<file path="src/design/tsd_pkg.sv">
// Package for the temperature scratchpad decoder.
// Holds field widths, formula constants, state codes and the CRC-8 bit step.
// No dependencies.
package tsd_pkg;

   localparam int BYTE_W = 8;
   localparam int TEMP_W = 16;
   localparam int IDX_W  = 4;
   localparam int NUM_W  = 24;
   localparam int MAG_W  = 23;
   localparam int REM_W  = 5;
   localparam int CNT_W  = 5;
   localparam int ST_W   = 3;

   localparam logic [IDX_W-1:0]  SCRATCH_LAST = 4'd8;
   localparam logic [IDX_W-1:0]  IDX_READ_LO  = 4'd0;
   localparam logic [IDX_W-1:0]  IDX_READ_HI  = 4'd1;
   localparam logic [IDX_W-1:0]  IDX_COUNT    = 4'd6;
   localparam logic [BYTE_W-1:0] CRC_POLY     = 8'h8C;

   localparam logic [REM_W:0]          DIVISOR  = 6'd20;
   localparam logic signed [NUM_W-1:0] OFFSET   = 24'sd25;
   localparam logic signed [9:0]       BIAS     = 10'sd16;
   localparam logic [MAG_W-1:0]        POS_MAX  = 23'd32767;
   localparam logic [MAG_W-1:0]        NEG_MAX  = 23'd32768;
   localparam logic [TEMP_W-1:0]       SAT_POS  = 16'h7FFF;
   localparam logic [TEMP_W-1:0]       SAT_NEG  = 16'h8000;

   localparam logic [CNT_W-1:0] CRC_LAST = 5'd6;
   localparam logic [CNT_W-1:0] DIV_LAST = CNT_W'(MAG_W - 1);

   localparam logic [ST_W-1:0] ST_IDLE = 3'd0;
   localparam logic [ST_W-1:0] ST_CRC  = 3'd1;
   localparam logic [ST_W-1:0] ST_SUM  = 3'd2;
   localparam logic [ST_W-1:0] ST_ABS  = 3'd3;
   localparam logic [ST_W-1:0] ST_DIV  = 3'd4;
   localparam logic [ST_W-1:0] ST_FIN  = 3'd5;

   function automatic logic [BYTE_W-1:0] crc_bit_step(input logic [BYTE_W-1:0] v);
      logic [BYTE_W-1:0] shifted;
      shifted = v >> 1;
      return v[0] ? (shifted ^ CRC_POLY) : shifted;
   endfunction

endpackage

</file>
<file path="src/design/temp_scratchpad_decoder_unit.sv">
// Scratchpad decoder for a 1-wire temperature sensor: CRC-8 check and temperature.
// Depends on tsd_pkg for widths, constants, state codes and the CRC bit step.
// Bytes 0 to 7 go through the CRC-8 one bit per cycle while req_ready is low.
// The ninth byte passes through the sum, absolute, divide and finish states, with a
// restoring divide by 20 that produces one quotient bit per cycle over 23 bits.
// Reset is synchronous and clears the byte counter, the CRC and the result valid.
module temp_scratchpad_decoder_unit (
   input  logic                               clock,
   input  logic                               reset,
   input  logic                               req_valid,
   output logic                               req_ready,
   input  logic [tsd_pkg::BYTE_W-1:0]         req_data_byte,
   output logic                               rsp_valid,
   input  logic                               rsp_ready,
   output logic                               rsp_crc_ok,
   output logic signed [tsd_pkg::TEMP_W-1:0]  rsp_temperature,
   output logic signed [tsd_pkg::TEMP_W-1:0]  rsp_raw_reading,
   output logic [tsd_pkg::BYTE_W-1:0]         rsp_computed_crc
);
   import tsd_pkg::*;

   logic [ST_W-1:0]          state_ff, state_in;
   logic [IDX_W-1:0]         idx_ff, idx_in;
   logic [BYTE_W-1:0]        running_crc_ff, running_crc_in;
   logic [BYTE_W-1:0]        reading_low_ff, reading_low_in;
   logic [BYTE_W-1:0]        reading_high_ff, reading_high_in;
   logic [BYTE_W-1:0]        count_rem_ff, count_rem_in;
   logic [BYTE_W-1:0]        shift_ff, shift_in;
   logic [CNT_W-1:0]         cnt_ff, cnt_in;
   logic                     ok_ff, ok_in;
   logic [BYTE_W-1:0]        crc_hold_ff, crc_hold_in;
   logic signed [NUM_W-1:0]  prod_ff, prod_in;
   logic signed [NUM_W-1:0]  frac_ff, frac_in;
   logic signed [NUM_W-1:0]  num_ff, num_in;
   logic                     neg_ff, neg_in;
   logic [MAG_W-1:0]         dvd_ff, dvd_in;
   logic [REM_W-1:0]         rem_ff, rem_in;
   logic                     rsp_valid_ff, rsp_valid_in;
   logic                     rsp_ok_ff, rsp_ok_in;
   logic [TEMP_W-1:0]        rsp_temp_ff, rsp_temp_in;
   logic [TEMP_W-1:0]        rsp_raw_ff, rsp_raw_in;
   logic [BYTE_W-1:0]        rsp_crc_ff, rsp_crc_in;

   logic signed [NUM_W-1:0]  tread_ext;
   logic signed [9:0]        cnt_diff;
   logic signed [TEMP_W-1:0] frac_prod;
   logic signed [TEMP_W-1:0] frac_prod_neg;
   logic signed [TEMP_W-1:0] frac_val;
   logic signed [NUM_W-1:0]  num_neg;
   logic [REM_W:0]           trial;
   logic                     qbit;
   logic [TEMP_W-1:0]        sat_val;

   assign req_ready        = (state_ff == ST_IDLE);
   assign rsp_valid        = rsp_valid_ff;
   assign rsp_crc_ok       = rsp_ok_ff;
   assign rsp_temperature  = rsp_temp_ff;
   assign rsp_raw_reading  = rsp_raw_ff;
   assign rsp_computed_crc = rsp_crc_ff;

   always_comb begin
      tread_ext     = NUM_W'($signed({reading_high_ff, reading_low_ff}));
      cnt_diff      = BIAS - $signed({2'b00, count_rem_ff});
      frac_prod     = (TEMP_W'(cnt_diff) <<< 6) + (TEMP_W'(cnt_diff) <<< 5)
                      + (TEMP_W'(cnt_diff) <<< 2);
      frac_prod_neg = -frac_prod;
      frac_val      = frac_prod[TEMP_W-1] ? -$signed(frac_prod_neg >> 4) : (frac_prod >>> 4);
      num_neg       = -num_ff;
      trial         = {rem_ff, dvd_ff[MAG_W-1]};
      qbit          = (trial >= DIVISOR);
      if (neg_ff) begin
         sat_val = (dvd_ff > NEG_MAX) ? SAT_NEG : (-dvd_ff[TEMP_W-1:0]);
      end else begin
         sat_val = (dvd_ff > POS_MAX) ? SAT_POS : dvd_ff[TEMP_W-1:0];
      end
   end

   always_comb begin
      state_in        = state_ff;
      idx_in          = idx_ff;
      running_crc_in  = running_crc_ff;
      reading_low_in  = reading_low_ff;
      reading_high_in = reading_high_ff;
      count_rem_in    = count_rem_ff;
      shift_in        = shift_ff;
      cnt_in          = cnt_ff;
      ok_in           = ok_ff;
      crc_hold_in     = crc_hold_ff;
      prod_in         = prod_ff;
      frac_in         = frac_ff;
      num_in          = num_ff;
      neg_in          = neg_ff;
      dvd_in          = dvd_ff;
      rem_in          = rem_ff;
      rsp_valid_in    = rsp_valid_ff;
      rsp_ok_in       = rsp_ok_ff;
      rsp_temp_in     = rsp_temp_ff;
      rsp_raw_in      = rsp_raw_ff;
      rsp_crc_in      = rsp_crc_ff;

      if (rsp_ready) begin
         rsp_valid_in = 1'b0;
      end

      unique case (state_ff)
         ST_IDLE: begin
            if (req_valid) begin
               if (idx_ff < SCRATCH_LAST) begin
                  shift_in = crc_bit_step(running_crc_ff ^ req_data_byte);
                  cnt_in   = '0;
                  idx_in   = idx_ff + 1'b1;
                  if (idx_ff == IDX_READ_LO) begin
                     reading_low_in = req_data_byte;
                  end else if (idx_ff == IDX_READ_HI) begin
                     reading_high_in = req_data_byte;
                  end else if (idx_ff == IDX_COUNT) begin
                     count_rem_in = req_data_byte;
                  end
                  state_in = ST_CRC;
               end else begin
                  ok_in          = (req_data_byte == running_crc_ff);
                  crc_hold_in    = running_crc_ff;
                  prod_in        = (tread_ext <<< 6) + (tread_ext <<< 5) + (tread_ext <<< 2);
                  frac_in        = NUM_W'(frac_val);
                  idx_in         = '0;
                  running_crc_in = '0;
                  state_in       = ST_SUM;
               end
            end
         end
         ST_CRC: begin
            shift_in = crc_bit_step(shift_ff);
            cnt_in   = cnt_ff + 1'b1;
            if (cnt_ff == CRC_LAST) begin
               running_crc_in = crc_bit_step(shift_ff);
               state_in       = ST_IDLE;
            end
         end
         ST_SUM: begin
            num_in   = prod_ff + frac_ff - OFFSET;
            state_in = ST_ABS;
         end
         ST_ABS: begin
            neg_in   = num_ff[NUM_W-1];
            dvd_in   = num_ff[NUM_W-1] ? num_neg[MAG_W-1:0] : num_ff[MAG_W-1:0];
            rem_in   = '0;
            cnt_in   = '0;
            state_in = ST_DIV;
         end
         ST_DIV: begin
            rem_in = qbit ? REM_W'(trial - DIVISOR) : trial[REM_W-1:0];
            dvd_in = {dvd_ff[MAG_W-2:0], qbit};
            cnt_in = cnt_ff + 1'b1;
            if (cnt_ff == DIV_LAST) begin
               state_in = ST_FIN;
            end
         end
         ST_FIN: begin
            if (!rsp_valid_ff || rsp_ready) begin
               rsp_valid_in = 1'b1;
               rsp_ok_in    = ok_ff;
               rsp_temp_in  = ok_ff ? sat_val : '0;
               rsp_raw_in   = ok_ff ? {reading_high_ff, reading_low_ff} : '0;
               rsp_crc_in   = crc_hold_ff;
               state_in     = ST_IDLE;
            end
         end
         default: begin
            state_in = ST_IDLE;
         end
      endcase
   end

   always_ff @(posedge clock) begin
      if (reset) begin
         state_ff        <= ST_IDLE;
         idx_ff          <= '0;
         running_crc_ff  <= '0;
         reading_low_ff  <= '0;
         reading_high_ff <= '0;
         count_rem_ff    <= '0;
         rsp_valid_ff    <= 1'b0;
      end else begin
         state_ff        <= state_in;
         idx_ff          <= idx_in;
         running_crc_ff  <= running_crc_in;
         reading_low_ff  <= reading_low_in;
         reading_high_ff <= reading_high_in;
         count_rem_ff    <= count_rem_in;
         rsp_valid_ff    <= rsp_valid_in;
      end
   end

   always_ff @(posedge clock) begin
      shift_ff    <= shift_in;
      cnt_ff      <= cnt_in;
      ok_ff       <= ok_in;
      crc_hold_ff <= crc_hold_in;
      prod_ff     <= prod_in;
      frac_ff     <= frac_in;
      num_ff      <= num_in;
      neg_ff      <= neg_in;
      dvd_ff      <= dvd_in;
      rem_ff      <= rem_in;
      rsp_ok_ff   <= rsp_ok_in;
      rsp_temp_ff <= rsp_temp_in;
      rsp_raw_ff  <= rsp_raw_in;
      rsp_crc_ff  <= rsp_crc_in;
   end

endmodule

</file>
<file path="config.mk">
export PLATFORM = sky130hd
export DESIGN_NAME = temp_scratchpad_decoder_unit
export DESIGN_NICKNAME = d
export VERILOG_FILES = /design/src/design/tsd_pkg.sv /design/src/design/temp_scratchpad_decoder_unit.sv
export SDC_FILE = /design/constraint.sdc
export NUM_CORES = 1
export LEC_CHECK = 0
export ABC_AREA = 1
export BUFFER_PORTS_ARGS = -buffer_cell sky130_fd_sc_hd__clkbuf_2
export CAP_MARGIN = 5
export CORE_MARGIN = 2
export CORE_UTILIZATION = 55
export DETAILED_ROUTE_END_ITERATION = 6
export HOLD_SLACK_MARGIN = 0.05
export PLACE_DENSITY_LB_ADDON = 0.12
export SLEW_MARGIN = 10
export SYNTH_ARGS = -nofsm -noshare
export SYNTH_HDL_FRONTEND = slang
export SYNTH_SLANG_ARGS = --single-unit
</file>
<file path="constraint.sdc">
create_clock -name clock -period 10.6 [get_ports clock]
set_input_delay 2.12 -clock clock [delete_from_list [all_inputs] [get_ports clock]]
set_output_delay 2.12 -clock clock [all_outputs]
set_load 0.005 [all_outputs]
</file>
* Word-level counts from Yosys, hierarchy flattened *
Cells that the tools add are included.

word-level totals
  input port bits = 12
  register bits after elaboration = 196
  word-level logic and storage cells = 110
  output and inout bits = 43

operators by class
  reductions and logical operators = 18
  bitwise logic cells = 6
  order comparisons = 4
  equal/unequal tests = 16
  multiplexer cells = 30
  $add $sub $neg = 14

operators with widths
  operator                 count
  $mux W16                 4
  $mux W8                  7
  $pmux W23 S2             1
  $neg A16 Y16             2
  $pmux W8 S2              2
  $add A23 B18 Y24         1
  $add A24 B16 Y24         1
  $sub A24 B6 Y24 const B  1
  $add A22 B21 Y23         1
  $gt A23 B15 Y1 const B   1
  $gt A23 B16 Y1 const B   1
  $mux W23                 1
  $neg A23 Y23             1
  $pmux W3 S6              1
  $add A15 B14 Y16         1
  $add A16 B11 Y16         1
  $neg A12 Y16             1
  $mux W5                  3
  $pmux W5 S3              1
  $mux W3                  4
  $reduce_and A4 Y1        3
  $ne A2 B2 Y1 const B     5
  $pmux W5 S2              1
  $reduce_and A3 Y1        3
  other kinds (31)         40

* Logic depth before layout (Yosys ltp) *
  word-level depth = 6
  gate-level depth with buffers = 28
  mapped depth without buffers = 28

* Worst setup path after synthesis *
OpenSTA, ideal clock, no wires.

  path kind = input-to-reg
  start point = input req_valid
  end point = register crc_hold_ff[0] (enable)
  path slack = 5,773 ps
  data required time = 10,149 ps
  stages = 4
  library setup time = 451 ps
  arrival time = 4,376 ps
  buffers on the path = 0
  cell sequence = inv_1 > nor2_1 > inv_1 > nor2_1

on the way
  word-level cells in the longest chain between the ends = 1

RTL lines
  what                         RTL line                             text
  from (decl)                  temp_scratchpad_decoder_unit.sv:10   input logic req_valid,
  $reduce_and A3 Y1 (no line)  n/a
  to (signal assigned)         temp_scratchpad_decoder_unit.sv:198  crc_hold_ff <= crc_hold_in;
  to (decl)                    temp_scratchpad_decoder_unit.sv:31   logic [BYTE_W-1:0] crc_hold_ff, crc_hold_in;

No other way between the ends.
A chain may end at the register's enable or synchronous reset.

* Worst setup path after layout *
  start point = register count_rem_ff[0]
  end point = register frac_ff[15], data pin

on the way
  word-level cells in the longest chain between the ends = 6

RTL lines
  what                    RTL line                             text
  from (decl)             temp_scratchpad_decoder_unit.sv:27   logic [BYTE_W-1:0] count_rem_ff, count_rem_in;
  from (signal assigned)  temp_scratchpad_decoder_unit.sv:189  count_rem_ff <= count_rem_in;
  $sub A5 B8 Y9 *         temp_scratchpad_decoder_unit.sv:63   cnt_diff = BIAS - $signed({2'b00, count_rem_ff});
  $add A15 B14 Y16        temp_scratchpad_decoder_unit.sv:64   frac_prod = (TEMP_W'(cnt_diff) <<< 6) + (TEMP_W'(cnt_diff) <<< 5)
  $add A16 B11 Y16 *      temp_scratchpad_decoder_unit.sv:65   + (TEMP_W'(cnt_diff) <<< 2);
  $neg A16 Y16            temp_scratchpad_decoder_unit.sv:66   frac_prod_neg = -frac_prod;
  $neg A12 Y16            temp_scratchpad_decoder_unit.sv:67   frac_val = frac_prod[TEMP_W-1] ? -$signed(frac_prod_neg >> 4) : (frac_prod >>> 4);
  $mux W16 *              temp_scratchpad_decoder_unit.sv:67
  to (signal assigned)    temp_scratchpad_decoder_unit.sv:200  frac_ff <= frac_in;
  to (decl)               temp_scratchpad_decoder_unit.sv:33   logic signed [NUM_W-1:0] frac_ff, frac_in;

Every way passes the cells marked *; elsewhere a longest branch is shown, timed or not.

==> metrics.txt <==
outcome=finished, final reports clean; PwrDens=170 nW/um^2; CP Capture Type=register; Synth top cells by count=nand2_1, inv_1, edfxtp_1; grt ovf=0; Critical-path top delay cell=dfxtp_1; Post-Route WL=25,200 um; crit-path max FO=16; drt pass-1 iters=5; first-pass GRT wire length=41,800 um; worst hold path type=register to register; Mapped Area=12,100 sq um; Port Buffer Count=54; area grow syn2layout=10.1%; Tcrit/Tclk final=40.9%; worst stage delay on the critical path=390 ps; crit-path most repeated cell=nand2_1; worst vdd ir=125 uV; Static Leak=6.00 nW; part of the Yosys area used for sequential elements=44.6%; Avg Inst Size Synth=8.75 sq um; crit path launch type=register; Slew headroom=49.3%; First DRT Iteration DRCs=482; post-synth top area cell=edfxtp_1; Slew @ Worst Pin=757 ps; Clock Pin Slew Worst Setup and Hold Paths=90 ps; crit path DAT=4510 ps; DP HPWL=19,300 um; final number of setup-violating endpoints=0; H-tree Lvls=4; area taken by flip-flops and latches=5400 sq um; drt drc=0; pre-CTS WS=6310 ps; hold slack=430 ps; post-layout net count=1,553; drt wl/cell=14.6 um; Initial Util=55.7%; Slew Viols, Final=0; final worst slack=6270 ps; RSZ-0062 raised after global routing=false; Longest Clk Path Bufs=2; Setup TNS=0 ps; final hold vios=0; number of global-route vias before repair=8,638; clk_lat worst skew=440 ps; Via Count=9,151; RePlAce Congestion=0.897; ys flop type=edfxtp_1; Max Freq=231 MHz; Max Cap Viol=0; Die Y=152 um; flops & latches, synth=193; Setup Fix Bufs, Post-CTS=0; multi-input logic area=5810 sq um; Post-Syn Instances=1,381; Fin Clk Skew=27.2 ps; antenna cells=0; Ys Warns=0; ranking of synthesized cells by area=edfxtp_1, ha_1, nand2_1, dfxtp_1, inv_1; num ports=55; total track usage=22.2%; fillers=1,889; Cell variety after synth=49; CP required=10,780 ps; Overall Power=2.26 mW; CTS tree=built; Clock Sink Count=193; largest net degree at the start of global routing=43; Die Span X=152 um; WS Path Type=register to register; post-cts resize count=0; ys async rst share=0%; fin crit period=4330 ps; top-count cell post-synth=nand2_1; CTS root buffer=clkbuf_16; EDFF count, synth=153; die area=23,200 sq um; number of hold buffers added after CTS=0; Routed Antenna Nets=0; drt via density=5.29; floorplan row count=54; syn_nets=1,498; core area=21,700 sq um; Final Util=61.4%; initial antenna violation count=0; layout cell share with drive strength beyond 1=9.94%; number of CTS-inserted buffers=17; share of the synthesized area in the top cell type=38.0%
-- registers in the layout, summed over array words and instances (netlist names), 16 cells and up --
name,flops
frac_ff,16
num_ff,24
rsp_temperature,16
rsp_raw_reading,16
dvd_ff,23
prod_ff,21
-- critical path, delay by kind of cell (launching register included) --
kind | cells | cell delay (ps)
compound gates | 2 | 280
fa+ha+maj | 3 | 850
buf+inv | 6 | 800
flops | 1 | 390
simple gates | 17 | 1750
-- final cells by class --
class,count,area share [%]
Clock inverter,15,1.48
Sequential cell,193,40.5
Inverter,215,6.08
Clock buffer,17,3.20
Tap cell,280,2.63
Multi-Input combinational cell,948,43.7
Timing Repair Buffer,61,2.43
-- cells by family (layout without fill, tap and decap cells) --
logic type	Yosys count	in the layout	synth area share [%]
xor gates and xnor gates	78	78	5.65
and+or+nand+nor	541	541	19.8
DFF	193	193	44.6
AOI/OAI and AO/OA	224	224	10.2
buffers and inverters	240	308	7.53
adders and majority gates	105	105	12.2
-- path summary, 6_finish.rpt --
kind	from	endpoint	slack, ps	cells past startpoint
worst min-delay path	crc_hold_ff[0]$_DFFE_PP_	rsp_computed_crc[0]$_DFFE_PP_	430	0
worst max register to register	count_rem_ff[0]$_SDFFE_PP0P_	frac_ff[15]$_SDFFCE_PN0P_	6270	28
worst max-delay path	count_rem_ff[0]$_SDFFE_PP0P_	frac_ff[15]$_SDFFCE_PN0P_	6270	28
worst min register to register	crc_hold_ff[0]$_DFFE_PP_	rsp_computed_crc[0]$_DFFE_PP_	430	0
-- stage by stage --
stage               instances  area, sq um
CTS                      1729        13300
global placement         1697        12700
floorplan                1381        12100
global route             1729        13300
finish                   1729        13300
detailed placement       1697        12700
-- metal layers --
metal / track usage, % / up-vias / share of wire, %
met3: 3.53 / 31 / 3.4
met2: 39.3 / 174 / 50
met5: 0 / - / 0
met4: 6.68 / 0 / 1.9
met1: 28.1 / 4239 / 45
li1: - / 4707 / -
-- power by group --
group / switching, mW / total (mW) / internal, mW
Clock: 0.337 / 0.664 / 0.327
Combinational: 0.350 / 0.526 / 0.176
Sequential: 0.101 / 1.07 / 0.967
Total: 0.788 / 2.26 / 1.47
-- cell usage in the layout, fill, tap and decap left out, drive strengths merged, types with 26 or more instances in the layout --
master,count
nand2,274
inv,222
edfxtp,153
nor2,147
o21ai,103
ha,84
a21oi,79
clkbuf,71
nand3,65
xor2,50
dfxtp,40
xnor2,28
nand4,26
No activity file was read; power rests on OpenSTA's default activity.
